<file path="src/rtl/bmpd_pkg.sv">
// Shared types and constants for the 24-bit BMP stream decoder.
package bmpd_pkg;

  // Image bounds accepted by the header check.
  localparam int MAX_WIDTH  = 4096;
  localparam int MAX_HEIGHT = 4096;

  // Header layout: positions of the last byte of each checked field.
  localparam logic [15:0] POS_MAGIC    = 16'd1;
  localparam logic [15:0] POS_OFFSET   = 16'd13;
  localparam logic [15:0] POS_HDR_SIZE = 16'd17;
  localparam logic [15:0] POS_WIDTH    = 16'd21;
  localparam logic [15:0] POS_HEIGHT   = 16'd25;
  localparam logic [15:0] POS_PLANES   = 16'd27;
  localparam logic [15:0] POS_DEPTH    = 16'd29;
  localparam logic [15:0] POS_COMPRESS = 16'd33;
  localparam logic [15:0] POS_LAST     = 16'd53;
  localparam logic [15:0] HDR_BYTES    = 16'd54;

  // Expected header values.
  localparam logic [15:0] MAGIC_BM     = 16'h4D42;
  localparam logic [31:0] INFO_SIZE    = 32'd40;
  localparam logic [15:0] BITS_PER_PIX = 16'd24;
  localparam logic [15:0] ONE_PLANE    = 16'd1;
  localparam logic [31:0] MAX_OFFSET   = 32'd65535;

  // Verdict status codes.
  localparam logic [2:0] ST_OK        = 3'd0;
  localparam logic [2:0] ST_PLANES    = 3'd1;
  localparam logic [2:0] ST_MAGIC     = 3'd2;
  localparam logic [2:0] ST_HDR_SIZE  = 3'd3;
  localparam logic [2:0] ST_DEPTH     = 3'd4;
  localparam logic [2:0] ST_COMPRESS  = 3'd5;
  localparam logic [2:0] ST_BOUNDS    = 3'd6;

  // Result kinds.
  localparam logic KIND_PIXEL   = 1'b0;
  localparam logic KIND_VERDICT = 1'b1;

  // One input byte with its start-of-file flag.
  typedef struct packed {
    logic [7:0] data_byte;
    logic       file_start;
  } in_item_t;

  // One result item plus its valid flag.
  typedef struct packed {
    logic        valid;
    logic        kind;
    logic [2:0]  status;
    logic [7:0]  red;
    logic [7:0]  green;
    logic [7:0]  blue;
    logic [11:0] column;
    logic        row_end;
    logic        frame_end;
  } result_t;

  // Handshake status of the input stage towards the core.
  typedef struct packed {
    logic     valid;
    in_item_t item;
  } in_stage_t;

endpackage

</file>
<file path="src/rtl/bmpd_in_reg.sv">
// Input register stage of the BMP decoder.
module bmpd_in_reg (
  input  logic              clk,
  input  logic              rst,
  input  logic              s_tvalid,
  output logic              s_tready,
  input  logic [7:0]        s_tdata,   // data_byte
  input  logic              s_tuser,   // file_start
  input  logic              advance,
  output bmpd_pkg::in_stage_t stage
);

  logic               held_valid;
  bmpd_pkg::in_item_t held_item;

  // Space for a new transfer when empty or when the held byte moves on.
  assign s_tready = !held_valid || advance;

  always_ff @(posedge clk) begin
    if (rst) begin
      held_valid <= 1'b0;
    end else if (s_tready) begin
      held_valid <= s_tvalid;
    end
    if (s_tready) begin
      held_item.data_byte  <= s_tdata;
      held_item.file_start <= s_tuser;
    end
  end

  assign stage.valid = held_valid;
  assign stage.item  = held_item;

endmodule

</file>
<file path="src/rtl/bmpd_core.sv">
// Parsing state and per-byte decode logic of the BMP decoder.
module bmpd_core (
  input  logic               clk,
  input  logic               rst,
  input  logic               step,
  input  bmpd_pkg::in_item_t item,
  output bmpd_pkg::result_t  res
);

  typedef enum logic [2:0] {
    PH_HEADER,
    PH_SKIP,
    PH_PIXEL,
    PH_PAD,
    PH_HALT
  } phase_t;

  // Fault flag bit positions.
  localparam int F_MAGIC = 0;
  localparam int F_HSIZE = 1;
  localparam int F_DEPTH = 2;
  localparam int F_COMP  = 3;
  localparam int F_BOUND = 4;
  localparam int F_PLANE = 5;

  typedef struct packed {
    phase_t      phase;
    logic [15:0] byte_index;
    logic [31:0] word_shift;
    logic [12:0] image_width;
    logic [12:0] image_height;
    logic [15:0] data_offset;
    logic [7:0]  held_blue;
    logic [7:0]  held_green;
    logic [1:0]  byte_in_pixel;
    logic [11:0] pixel_column;
    logic [11:0] pixel_row;
    logic [1:0]  pad_left;
    logic [5:0]  faults;
  } state_t;

  state_t      st;
  state_t      cur;
  state_t      st_next;
  logic [31:0] ws;
  logic [2:0]  verdict;
  logic        last_col;
  logic        last_row;

  // Decode one byte against the current state, restarting on file_start.
  always_comb begin
    cur      = item.file_start ? '0 : st;
    st_next  = cur;
    res      = '0;
    ws       = {item.data_byte, cur.word_shift[31:8]};
    verdict  = bmpd_pkg::ST_OK;
    last_col = ({1'b0, cur.pixel_column} + 13'd1) >= cur.image_width;
    last_row = ({1'b0, cur.pixel_row} + 13'd1) >= cur.image_height;

    case (cur.phase)
      PH_HEADER: begin
        st_next.word_shift = ws;
        // Field checks on the byte that completes each field.
        if (cur.byte_index == bmpd_pkg::POS_MAGIC) begin
          if (ws[31:16] != bmpd_pkg::MAGIC_BM) st_next.faults[F_MAGIC] = 1'b1;
        end
        if (cur.byte_index == bmpd_pkg::POS_OFFSET) begin
          if (ws < 32'(bmpd_pkg::HDR_BYTES) || ws > bmpd_pkg::MAX_OFFSET) begin
            st_next.faults[F_BOUND] = 1'b1;
          end else begin
            st_next.data_offset = ws[15:0];
          end
        end
        if (cur.byte_index == bmpd_pkg::POS_HDR_SIZE) begin
          if (ws != bmpd_pkg::INFO_SIZE) st_next.faults[F_HSIZE] = 1'b1;
        end
        if (cur.byte_index == bmpd_pkg::POS_WIDTH) begin
          if (ws == 32'd0 || ws > 32'(bmpd_pkg::MAX_WIDTH)) begin
            st_next.faults[F_BOUND] = 1'b1;
          end else begin
            st_next.image_width = ws[12:0];
          end
        end
        if (cur.byte_index == bmpd_pkg::POS_HEIGHT) begin
          if (ws == 32'd0 || ws > 32'(bmpd_pkg::MAX_HEIGHT)) begin
            st_next.faults[F_BOUND] = 1'b1;
          end else begin
            st_next.image_height = ws[12:0];
          end
        end
        if (cur.byte_index == bmpd_pkg::POS_PLANES) begin
          if (ws[31:16] != bmpd_pkg::ONE_PLANE) st_next.faults[F_PLANE] = 1'b1;
        end
        if (cur.byte_index == bmpd_pkg::POS_DEPTH) begin
          if (ws[31:16] != bmpd_pkg::BITS_PER_PIX) st_next.faults[F_DEPTH] = 1'b1;
        end
        if (cur.byte_index == bmpd_pkg::POS_COMPRESS) begin
          if (ws != 32'd0) st_next.faults[F_COMP] = 1'b1;
        end

        // The first fault in priority order sets the verdict.
        if (cur.faults[F_MAGIC])      verdict = bmpd_pkg::ST_MAGIC;
        else if (cur.faults[F_HSIZE]) verdict = bmpd_pkg::ST_HDR_SIZE;
        else if (cur.faults[F_DEPTH]) verdict = bmpd_pkg::ST_DEPTH;
        else if (cur.faults[F_COMP])  verdict = bmpd_pkg::ST_COMPRESS;
        else if (cur.faults[F_BOUND]) verdict = bmpd_pkg::ST_BOUNDS;
        else if (cur.faults[F_PLANE]) verdict = bmpd_pkg::ST_PLANES;

        if (cur.byte_index == bmpd_pkg::POS_LAST) begin
          res.valid          = 1'b1;
          res.kind           = bmpd_pkg::KIND_VERDICT;
          res.status         = verdict;
          st_next.byte_index = bmpd_pkg::HDR_BYTES;
          if (verdict > bmpd_pkg::ST_PLANES) begin
            st_next.phase = PH_HALT;
          end else if (cur.data_offset > bmpd_pkg::HDR_BYTES) begin
            st_next.phase = PH_SKIP;
          end else begin
            st_next.phase = PH_PIXEL;
          end
        end else begin
          st_next.byte_index = cur.byte_index + 16'd1;
        end
      end

      PH_SKIP: begin
        // Count bytes up to the pixel data offset.
        st_next.byte_index = cur.byte_index + 16'd1;
        if (st_next.byte_index >= cur.data_offset) st_next.phase = PH_PIXEL;
      end

      PH_PIXEL: begin
        case (cur.byte_in_pixel)
          2'd0: begin
            st_next.held_blue     = item.data_byte;
            st_next.byte_in_pixel = 2'd1;
          end
          2'd1: begin
            st_next.held_green    = item.data_byte;
            st_next.byte_in_pixel = 2'd2;
          end
          default: begin
            // The red byte completes the pixel.
            res.valid             = 1'b1;
            res.kind              = bmpd_pkg::KIND_PIXEL;
            res.red               = item.data_byte;
            res.green             = cur.held_green;
            res.blue              = cur.held_blue;
            res.column            = cur.pixel_column;
            res.row_end           = last_col;
            res.frame_end         = last_col && last_row;
            st_next.byte_in_pixel = 2'd0;
            if (!last_col) begin
              st_next.pixel_column = cur.pixel_column + 12'd1;
            end else if (last_row) begin
              st_next.phase = PH_HALT;
            end else begin
              st_next.pixel_column = 12'd0;
              st_next.pixel_row    = cur.pixel_row + 12'd1;
              // Row padding (4 - 3w mod 4) mod 4 equals w mod 4.
              st_next.pad_left     = cur.image_width[1:0];
              if (cur.image_width[1:0] != 2'd0) st_next.phase = PH_PAD;
            end
          end
        endcase
      end

      PH_PAD: begin
        st_next.pad_left = cur.pad_left - 2'd1;
        if (st_next.pad_left == 2'd0) st_next.phase = PH_PIXEL;
      end

      default: begin
        // Halted: bytes are dropped until the next file start.
      end
    endcase
  end

  // State advances once for every byte handed on by the input stage.
  always_ff @(posedge clk) begin
    if (rst) begin
      st <= '0;
    end else if (step) begin
      st <= st_next;
    end
  end

endmodule

</file>
<file path="src/rtl/bmpd_out_reg.sv">
// Output result register of the BMP decoder.
module bmpd_out_reg (
  input  logic              clk,
  input  logic              rst,
  input  logic              step,
  input  bmpd_pkg::result_t res,
  output logic              m_tvalid,
  input  logic              m_tready,
  output logic [39:0]       m_tdata,  // status, red, green, blue, column, frame_end
  output logic              m_tuser,  // kind
  output logic              m_tlast,  // row_end
  output logic              free
);

  logic              held_valid;
  bmpd_pkg::result_t held;

  // The register can take a new result when empty or being drained.
  assign free = !held_valid || m_tready;

  always_ff @(posedge clk) begin
    if (rst) begin
      held_valid <= 1'b0;
    end else if (step) begin
      held_valid <= res.valid;
    end else if (m_tready) begin
      held_valid <= 1'b0;
    end
    if (step) begin
      held <= res;
    end
  end

  assign m_tvalid = held_valid;
  assign m_tuser  = held.kind;
  assign m_tlast  = held.row_end;
  assign m_tdata  = {held.frame_end, held.column, held.blue, held.green,
                     held.red, held.status};

endmodule

</file>
<file path="src/rtl/bmp_24bit_stream_decoder_unit.sv">
// Top level of the 24-bit uncompressed BMP stream decoder.
//
// The decoder takes a BMP file one byte per transfer, with s_tuser high on the
// first byte of each file, and sustains one byte per clock while no result is
// held back by m_tready. It checks the 54-byte header and sends one verdict
// transfer (m_tuser high) on header byte 53; after an accepted verdict it skips
// to the pixel data offset and sends one pixel transfer for every blue, green,
// red byte triple, dropping row padding. m_tlast marks the last pixel of a row
// and bit 39 of m_tdata the last pixel of the image. A byte passes an input
// register, is decoded combinationally against the parsing state and lands in
// the output register, from which m_tvalid presents its result. The state
// updates once per byte and sets the rate; while a result waits on m_tready the
// input register takes at most one more byte and then holds s_tready low.
module bmp_24bit_stream_decoder_unit (
  input  logic        clk,
  input  logic        rst,
  input  logic        s_tvalid,
  output logic        s_tready,
  input  logic [7:0]  s_tdata,   // data_byte
  input  logic        s_tuser,   // file_start
  output logic        m_tvalid,
  input  logic        m_tready,
  output logic [39:0] m_tdata,   // status, red, green, blue, column, frame_end
  output logic        m_tuser,   // kind
  output logic        m_tlast    // row_end
);

  bmpd_pkg::in_stage_t stage;
  bmpd_pkg::result_t   res;
  logic                out_free;
  logic                advance;

  // A held byte moves into the core when the result register can take it.
  assign advance = stage.valid && out_free;

  bmpd_in_reg u_in_reg (
    .clk      (clk),
    .rst      (rst),
    .s_tvalid (s_tvalid),
    .s_tready (s_tready),
    .s_tdata  (s_tdata),
    .s_tuser  (s_tuser),
    .advance  (advance),
    .stage    (stage)
  );

  bmpd_core u_core (
    .clk  (clk),
    .rst  (rst),
    .step (advance),
    .item (stage.item),
    .res  (res)
  );

  bmpd_out_reg u_out_reg (
    .clk      (clk),
    .rst      (rst),
    .step     (advance),
    .res      (res),
    .m_tvalid (m_tvalid),
    .m_tready (m_tready),
    .m_tdata  (m_tdata),
    .m_tuser  (m_tuser),
    .m_tlast  (m_tlast),
    .free     (out_free)
  );

endmodule
</file>
<file path="config.mk">
export PLATFORM = sky130hd
export DESIGN_NAME = bmp_24bit_stream_decoder_unit
export DESIGN_NICKNAME = d
export VERILOG_FILES = /design/src/rtl/bmpd_pkg.sv /design/src/rtl/bmpd_in_reg.sv /design/src/rtl/bmpd_core.sv /design/src/rtl/bmpd_out_reg.sv /design/src/rtl/bmp_24bit_stream_decoder_unit.sv
export SDC_FILE = /design/constraint.sdc
export NUM_CORES = 1
export LEC_CHECK = 0
export ABC_AREA = 1
export BUFFER_PORTS_ARGS = -buffer_cell sky130_fd_sc_hd__buf_2
export CAP_MARGIN = 30
export CORE_MARGIN = 3
export CORE_UTILIZATION = 60
export CTS_CLUSTER_DIAMETER = 100
export CTS_CLUSTER_SIZE = 40
export DETAILED_ROUTE_END_ITERATION = 10
export PLACE_DENSITY_LB_ADDON = 0.3
export SLEW_MARGIN = 5
export SYNTH_ARGS = -nofsm -noshare
export SYNTH_HDL_FRONTEND = slang
export SYNTH_HIERARCHICAL = 1
export SYNTH_SLANG_ARGS = --single-unit
</file>
<file path="constraint.sdc">
create_clock -name clk -period 11 [get_ports clk]
set_clock_uncertainty 0.05 [all_clocks]
set_input_delay 1.1 -clock clk [delete_from_list [all_inputs] [get_ports clk]]
set_output_delay 1.1 -clock clk [all_outputs]
set_load 0.02 [all_outputs]
</file>
==> flow_summary_export.csv, run 1 <==
group,metric,value,unit
synthesis,synthTopCellsByArea,"dfxtp_1, nand2_1, edfxtp_1",
final_layout,drive_gt1_frac,0.0819,
synthesis,synth_xor_xnor_area_share,0.0205,
worst_hold_path,whs_endpoint,"u_core/st[42]",
synthesis,synth_seq_cells,188,
power_and_ir_drop,power_frac_seq,0.450,
final_layout,final_util,0.666,
grt,overflow,0,
power_and_ir_drop,swShare,0.320,
grt,grt_max_degree,96,
outcome,outcome,"completed",
final_layout,final_nets,1767,
clock_network,root_buffer,"clkbuf_16",
timing,tightest_slew,925,ps
clock_network,hold_buffers,0,
timing,rsz0062_at_grt,"false",
worst_setup_path,startpoint_type,"flip-flop",
timing,setup_viol,0,
synthesis,synthSimpleGateAreaFrac,0.306,
placement,place.gp.congestion,0.929,
timing,fin_tns_setup,0,ps
die,core,0.0188,mm²
timing,finalCritPeriodShare,0.449,
synthesis,ys_seq_area_frac,0.370,
worst_setup_path,critical_path_class,"reg2reg",
routing,ant_nets,0,
synthesis,syn_area,0.0115,mm²
die,dieWidth,145,µm
routing,drtIter0Drc,1251,
power_and_ir_drop,p_leak,0.00559,µW
worst_setup_path,reg2regPathDepth,19,
routing,finalWirelength,30800,µm
clock_network,htree_levels,4,
worst_setup_path,cp_slowest_cell,"buf_4",
clock_network,cts_tree,"done",
synthesis,synth.area.mux_share,0,
routing,drt-pass1-iter-count,6,
power_and_ir_drop,peakVddDrop,112,µV
clock_network,clk_transition_reported_paths,90,ps
power_and_ir_drop,p_int,1150,µW
worst_hold_path,hp-class,"reg2reg",
die,fp-row-count,50,
clock_network,cts_buffers,17,
clock_network,clk_latency,450,ps
grt,grt_pass1_vias,10300,
synthesis,synth_top_area_frac,0.238,
die,start_util,0.613,
worst_setup_path,path_common_cell,"nand2_1",
die,die_area,0.0209,mm²
synthesis,yosys_warnings,6,
grt,track_usage,0.297,
routing,routedWlPerCell,15.6,µm
run,max_cap_violations,0,
final_layout,mostFrequentLayoutCell,"nand2_1",
grt,grt_pass1_wl,50300,µm
synthesis,synthesis.nets,1765,
worst_setup_path,cp.required,11290,ps
synthesis,ys_async_sr_fraction,0,
clock_network,clockBufferDepth,2,
power_and_ir_drop,p_per_area,135,mW/mm²
synthesis,synth_edf_count,51,
final_layout,antenna_cells,0,
worst_setup_path,crit_path_cell_trace,"buf_4 > inv_2 > buf_4 > nand2_2 > nor3_2 > nand4_1 > nor2_1 > nand3_1 > xor2_1 > ha_1 > nand2_1 > nor3_1 > nand3_1 > nand4_1 > nand2_1 > nand2_1 > nand3b_1 > nand2_1 > inv_1",
clock_network,cts.sinks,188,
synthesis,synthFlopType,"dfxtp_1",
routing,viasPerCell,5.73,
power_and_ir_drop,pwr-share-comb,0.156,
routing,drc,0,
worst_hold_path,hp-start,"u_core/st[42]",
die,ios,57,
synthesis,synth_top_area_cell,"dfxtp_1",
clock_network,ctsResizeCount,0,
synthesis,synthDistinctLibCells,40,
timing,max_freq,202,MHz
grt,antenna_found_initial,0,
clock_network,cts_setup_buffers,0,
placement,dp_hpwl,20800,µm
routing,via_count,11300,
placement,place_inst,1948,
synthesis,netlist_instances,1706,
synthesis,synth_top_family_by_area,"simple AND/OR/NAND/NOR gates",
worst_hold_path,hold_depth,2,
timing,final_hold_viol_count,0,
worst_setup_path,slowest_delay,750,ps
worst_setup_path,arrival,5230,ps
final_layout,area_growth,8.55,%
synthesis,synthAdderAreaFrac,0.0498,
die,die_h,145,µm
final_layout,fillerInstances,1612,
placement,portBuffers,56,
final_layout,final_cells,1981,
synthesis,synth_compound_area_frac,0.148,
worst_setup_path,reg2reg_to,"u_core/st[140]",
power_and_ir_drop,p_clk_frac,0.394,
synthesis,avgSynthCellArea,6.77,µm²
power_and_ir_drop,p_sw,539,µW
final_layout,mostFrequentLayoutCells,"nand2_1, inv_1, a21oi_1",
worst_setup_path,cp-end-kind,"flip-flop",
timing,slew_violations,0,
worst_setup_path,crit_fanout,67,
worst_setup_path,timing.rr.start,"u_in_reg/stage[0]",
worst_setup_path,r2r_slack,6060,ps
timing,finalWorstPathRequiredPeriod,4940,ps
timing,max_slew_margin,0.382,
## routing by layer
layer  global-route usage  vias up  part of all wire
met1                0.385     5141              0.42
met5                    0        -                 0
li1                     -     5611                 -
met3               0.0634       86             0.076
met2                0.488      510              0.47
met4                0.114        0             0.035
## cell families after synthesis
kind of cell               Yosys count
xor gates and xnor gates            27
and+or+nand+nor                    817
buffers and inverters              306
adders and majority gates           46
DFF                                188
AOI/OAI and AO/OA                  322
## worst max-delay path: cells and delay by family, from the launching register on
family	cells	cell delay, ps
xor gates and xnor gates	1	180
and+or+nand+nor	13	2260
DFF	1	380
buffers and inverters	4	1600
adders and majority gates	1	310
## final cells by class
cell class | instances | area [µm²] | share of cell area
well taps | 260 | 325 | 0.0260
inverters | 223 | 841 | 0.0671
repair buffers | 66 | 375 | 0.0299
clock inverters | 15 | 233 | 0.0186
flip-flops and latches | 188 | 4270 | 0.341
multi-input cells | 1212 | 6060 | 0.483
clock buffers | 17 | 425 | 0.0339
## power by group through the flow
stage | Clock, µW | Sequential (µW) | Combinational (µW)
after floorplan | 0 | 781 | 184
after global placement | 0 | 774 | 250
after detailed placement | 0 | 775 | 255
after CTS | 674 | 759 | 258
after global routing | 701 | 764 | 293
final | 664 | 760 | 263
## synthesized netlist by cell type (all sizes together) (7+ instances only)
library cell	number
a21oi	194
nor3	29
nand4	49
nand3	116
o221ai	7
nand2	448
nor2	165
buf	34
clkbuf	49
o211ai	16
o21ai	92
a31oi	7
xor2	21
edfxtp	51
ha	46
inv	219
dfxtp	137
## worst max path at each step
stage,startpoint,end,slack (ps),cells after the start
final,u_in_reg/stage[0],u_core/st[140],6060,19
after global routing,u_in_reg/stage[0],u_core/st[140],5690,20
after CTS,u_in_reg/stage[0],u_core/st[140],6140,19
after detailed placement,u_in_reg/stage[0],u_core/st[140],6190,19
after global placement,u_in_reg/stage[0],u_core/st[140],6210,19
after floorplan,m_tready,s_tready,7340,6
## sequential cells by signal, indices dropped and copies added (netlist names)
register / count
u_out_reg/m_tlast: 1
u_out_reg/m_tdata: 40
u_core/st: 135
u_out_reg/m_tvalid: 1
u_in_reg/held_valid: 1
u_in_reg/stage: 9
u_out_reg/m_tuser: 1
## per-stage QoR
stage / hold slack, ps / worst slack, ps / power, µW / cell area (µm²)
finish: 413 / 6060 / 1690 / 12500
global route: 431 / 5690 / 1760 / 12500
CTS: 416 / 6140 / 1690 / 12500
detailed placement: 405 / 6190 / 1030 / 11800
global placement: 399 / 6210 / 1020 / 11800
floorplan: 391 / 7340 / 965 / 11500
No activity file was read; power rests on OpenSTA's default activity.
==> run 2, diff against run 1 <==
- CORE_UTILIZATION: 60 -> 56
- clock period: 11 -> 4.5 ns (I/O delays scaled with it)
==> run 2 against run 1 <==
Non-clock buffer count grew 8. Highest routed layer unchanged. Die area grew 6.8%. Final cell count grew 0.66%. Clock power grew 140%. Sequential share of layout area shrank 0.054 points. Combinational power grew 150%. Largest cell class unchanged.
==> flow_summary_export.csv, run 2 (synthesized netlist as in run 1, its figures left out) <==
group,metric,value,unit
outcome,outcome,"completed",
timing,tightest_slew,968,ps
clock_network,clk_transition_reported_paths,80,ps
timing,fin_ws,460,ps
placement,portBuffers,56,
clock_network,cts_setup_buffers,0,
routing,ant_nets,0,
worst_setup_path,timing.rr.start,"u_in_reg/stage[0]",
die,start_util,0.582,
die,ios,57,
final_layout,mostFrequentLayoutCell,"nand2_1",
routing,viasPerCell,5.74,
timing,finalWorstPathRequiredPeriod,4040,ps
power_and_ir_drop,p_per_area,325,mW/mm²
grt,antenna_found_initial,0,
timing,fin_tns_setup,0,ps
power_and_ir_drop,power_frac_seq,0.456,
timing,final_hold_viol_count,0,
die,fp-row-count,51,
final_layout,antenna_cells,0,
clock_network,ctsResizeCount,0,
routing,drtIter0Drc,1143,
final_layout,final_nets,1775,
final_layout,largest_register_ffs,135,
power_and_ir_drop,p_leak,0.00561,µW
grt,overflow,0,
grt,track_usage,0.279,
final_layout,area_growth,8.72,%
final_layout,mostFrequentLayoutCells,"nand2_1, inv_1, a21oi_1",
die,core,0.0198,mm²
clock_network,cts_tree,"done",
worst_hold_path,hold_depth,1,
clock_network,clockBufferDepth,2,
placement,dp_hpwl,21700,µm
power_and_ir_drop,p_clk_frac,0.385,
timing,setup_viol,0,
final_layout,top_register,"u_core/st",
routing,via_count,11400,
power_and_ir_drop,peakVddDrop,297,µV
clock_network,htree_levels,4,
worst_setup_path,cp_slowest_cell,"edfxtp_1",
timing,max_freq,248,MHz
grt,grt_pass1_vias,10200,
timing,holdWs,129,ps
timing,rsz0062_at_grt,"false",
die,die_h,150,µm
worst_hold_path,whs_endpoint,"u_in_reg/stage[2]",
final_layout,stdcell_area,0.0126,mm²
clock_network,clk_latency,450,ps
run,max_cap_violations,0,
routing,drt-pass1-iter-count,6,
placement,dp_slack,540,ps
worst_setup_path,path_common_cell,"nand2_1",
worst_hold_path,hp-start,"s_tdata[1]",
clock_network,cts.sinks,188,
timing,finalCritPeriodShare,0.898,
worst_setup_path,arrival,4380,ps
clock_network,hold_buffers,0,
worst_setup_path,crit_path_cell_trace,"buf_4 > nor2_1 > inv_1 > nor2_1 > nand2_1 > nor2_1 > nand2_1 > nor2_1 > nand3_1 > nor3_1 > ha_1 > nand2_1 > inv_1 > nand2_1 > nand2_1 > a21oi_1 > nand2_1 > nor2_1 > nand2_1 > o21ai_0 > nand2_1 > nand3b_1 > nand2_1 > inv_1",
placement,placement.cell_area,0.0119,mm²
grt,grt_pass1_wl,50600,µm
power_and_ir_drop,pwr-share-comb,0.159,
die,die_area,0.0224,mm²
worst_setup_path,crit_fanout,23,
worst_setup_path,r2r_slack,460,ps
die,dieWidth,150,µm
power_and_ir_drop,p_sw,1330,µW
timing,max_slew_margin,0.354,
clock_network,cts_buffers,17,
placement,place.gp.congestion,0.950,
worst_setup_path,reg2reg_to,"u_core/st[140]",
worst_hold_path,hp-class,"in2reg",
worst_setup_path,reg2regPathDepth,24,
worst_setup_path,cp.required,4840,ps
power_and_ir_drop,p_int,2750,µW
routing,finalWirelength,31400,µm
routing,drc,0,
routing,routedWlPerCell,15.7,µm
worst_setup_path,startpoint,"u_in_reg/stage[0]",
worst_setup_path,cp-end-kind,"flip-flop",
timing,slew_violations,0,
power_and_ir_drop,swShare,0.327,
clock_network,root_buffer,"clkbuf_16",
final_layout,drive_gt1_frac,0.0862,
worst_setup_path,critical_path_class,"reg2reg",
worst_setup_path,startpoint_type,"flip-flop",
worst_setup_path,slowest_delay,520,ps
grt,grt_max_degree,75,
==> run 2: how the worst max path moves through the flow <==
stage,endpoint,slack (ps),depth (start not counted)
floorplan,u_core/st[11],890,20
global placement,u_core/st[140],650,24
detailed placement,u_core/st[140],540,24
CTS,u_core/st[140],510,24
global route,u_core/st[11],30,22
finish,u_core/st[140],460,24
==> run 2: area by class of cell <==
type	count	area, µm²
fillers	1788	7290
multi-input cells	1212	6060
flip-flops and latches	188	4270
inverters	223	841
clock buffers	17	425
repair buffers	74	415
well taps	265	332
clock inverters	15	206
==> run 2: power by group through the flow <==
stage | Combinational, µW | Clock [µW] | Sequential [µW]
finish | 648 | 1570 | 1860
global placement | 626 | 0 | 1900
floorplan | 449 | 0 | 1910
global route | 720 | 1660 | 1870
CTS | 638 | 1590 | 1860
detailed placement | 635 | 0 | 1900
==> run 2: layer usage <==
layer,global-route usage,vias to the layer above,part of all wire
li1,-,5625,-
met1,0.373,5206,0.42
met2,0.452,521,0.46
met3,0.0503,88,0.081
met4,0.108,0,0.034
met5,0,-,0
==> run 2: per-stage QoR <==
step | power, µW | cells | utilization
after CTS | 4090 | 1994 | 0.633
after floorplan | 2360 | 1706 | -
after global placement | 2520 | 1961 | 0.600
after global routing | 4250 | 1994 | 0.633
after detailed placement | 2530 | 1962 | 0.601
final | 4080 | 1994 | 0.633
==> run 2: critical path: cells and delay by family (launching register included) <==
family	cells	cell delay, ps
simple gates	17	2230
buf+inv	4	400
fa+ha+maj	1	280
flops	1	520
compound gates	2	500
==> run 3, diff against run 2 <==
- CTS_CLUSTER_SIZE: 40 -> 10
- REMOVE_ABC_BUFFERS: default -> 1
==> run 3 against run 2 <==
Final cell count about the same. Via count up 0.79%. Critical path depth down 4. Die area unchanged. Setup slack worse by 47 ps. Power up 0.71%. Non-clock buffer count up 1.
==> flow_summary_export.csv, run 3 (synthesized netlist as in run 1, its figures left out) <==
group,metric,value,unit
outcome,outcome,"completed",
die,die_area,0.0224,mm²
final_layout,final_nets,1776,
final_layout,mostFrequentLayoutCell,"nand2_1",
worst_setup_path,r2r_slack,410,ps
worst_hold_path,whs_endpoint,"u_in_reg/stage[8]",
final_layout,top_register,"u_core/st",
worst_setup_path,crit_family,"simple AND/OR/NAND/NOR gates",
routing,finalWirelength,31600,µm
die,dieWidth,150,µm
worst_setup_path,timing.rr.start,"u_in_reg/stage[0]",
grt,grt_pass1_wl,51700,µm
worst_setup_path,worst-path-stages,20,
grt,track_usage,0.284,
timing,max_slew_margin,0.404,
timing,finalWorstPathRequiredPeriod,4090,ps
worst_setup_path,critical_path_class,"reg2reg",
die,core,0.0198,mm²
worst_setup_path,path_common_cell,"nand3_1",
die,ios,57,
final_layout,drive_gt1_frac,0.0873,
worst_setup_path,startpoint_type,"flip-flop",
clock_network,cts_buffers,17,
final_layout,antenna_cells,0,
grt,grt_max_degree,172,
die,die_h,150,µm
timing,final_hold_viol_count,0,
timing,max_freq,245,MHz
routing,drc,0,
worst_setup_path,cp-end-kind,"flip-flop",
timing,holdWs,129,ps
routing,viasPerCell,5.78,
run,max_cap_violations,0,
routing,ant_nets,0,
grt,antenna_found_initial,0,
timing,finalCritPeriodShare,0.908,
final_layout,mostFrequentLayoutCells,"nand2_1, inv_1, a21oi_1",
worst_setup_path,path_buf_inv,4,
timing,tightest_slew,894,ps
power_and_ir_drop,peakVddDrop,262,µV
placement,place.gp.congestion,0.977,
placement,dp_hpwl,21400,µm
clock_network,root_buffer,"clkbuf_16",
placement,portBuffers,56,
worst_hold_path,hp-start,"s_tdata[7]",
placement,placement.cell_area,0.0119,mm²
final_layout,stdcell_area,0.0126,mm²
worst_hold_path,hold_depth,1,
die,fp-row-count,51,
worst_setup_path,reg2regPathDepth,20,
worst_setup_path,slowest_delay,520,ps
grt,grt_pass1_vias,10500,
timing,rsz0062_at_grt,"false",
worst_setup_path,cp_slowest_cell,"edfxtp_1",
clock_network,clk_latency,440,ps
worst_setup_path,cp.required,4760,ps
timing,setup_viol,0,
clock_network,clockBufferDepth,2,
worst_setup_path,arrival,4340,ps
worst_setup_path,reg2reg_to,"u_core/st[29]",
power_and_ir_drop,p_leak,0.00562,µW
grt,overflow,0,
power_and_ir_drop,p_per_area,326,mW/mm²
clock_network,cts_tree,"done",
worst_hold_path,hp-class,"in2reg",
routing,routedWlPerCell,15.9,µm
timing,slew_violations,0,
routing,drtIter0Drc,1222,
final_layout,largest_register_ffs,135,
timing,fin_tns_setup,0,ps
clock_network,cts.sinks,188,
clock_network,clk_transition_reported_paths,90,ps
worst_setup_path,crit_path_cell_trace,"buf_4 > nor2_1 > ha_1 > nand3_1 > nor2_2 > nand2_1 > nor3b_1 > ha_1 > nand2_1 > inv_1 > nand3_1 > a21oi_1 > nor2_1 > nand3_1 > buf_4 > clkinv_1 > nand3_1 > nand2_1 > o21ai_0 > a21oi_1",
routing,drt-pass1-iter-count,7,
clock_network,htree_levels,4,
worst_setup_path,crit_fanout,15,
clock_network,hold_buffers,0,
routing,via_count,11500,
final_layout,area_growth,9.07,%
die,start_util,0.582,
-- run 3: cell types whose count changed in the layout (fill, tap and decap cells not counted), moves of 2 or more --
cell	change
clkinv_8	-4
inv_6	+2
inv_12	+3
buf_12	+3
buf_4	-2
-- run 3: metal layers --
metal	global-route usage	routed length, µm
met1	0.374	13500
met2	0.470	14800
met3	0.0457	2480
met4	0.109	922
met5	0	0
-- run 3: where the power goes --
part	total, µW	switching [µW]	internal (µW)
Combinational	666	486	180
Clock	1580	810	774
Sequential	1860	50.9	1810
-- run 3: what timing repair did --
item                                    4_1_cts  5_1_grt
hold endpoints to repair                      0        0
setup buffers                                 0        1
endpoints found under the setup margin        0       11
resized for setup                             0        1
-- run 3: how the worst max path moves through the flow --
stage | startpoint | endpoint | slack (ps)
floorplan | m_tready | u_core/st[42] | -1040
global placement | u_in_reg/stage[0] | u_core/st[13] | 640
detailed placement | u_in_reg/stage[0] | u_core/st[11] | 400
CTS | u_in_reg/stage[0] | u_core/st[19] | 350
global route | u_in_reg/stage[0] | u_core/st[29] | 120
finish | u_in_reg/stage[0] | u_core/st[29] | 410
-- run 3: per-stage QoR --
stage,setup WS (ps),cells,total power [µW],utilization
6_report,414,1995,4110,0.635
5_1_grt,124,1995,4270,0.635
4_1_cts,349,1993,4110,0.633
3_5_place_dp,405,1961,2540,0.602
3_3_place_gp,638,1961,2530,0.602
2_1_floorplan,-1040,1623,2320,-
-- run 3: cell type report --
type / count / area (µm²)
fill: 1781 / 7250
multi-input combinational: 1212 / 6060
clock inverter: 15 / 199
sequential: 188 / 4270
clock buffer: 17 / 425
timing repair buffer: 75 / 460
inverter: 223 / 841
tap: 265 / 332
-- run 3: worst reg2reg max path: cells and delay by family, from the launching register on --
kind | cells | cell delay (ps)
AND/OR/NAND/NOR | 11 | 1600
AO/OA/AOI/OAI | 3 | 460
adder cells (fa/ha/maj) | 2 | 500
flip-flops | 1 | 520
buffers and inverters | 4 | 830
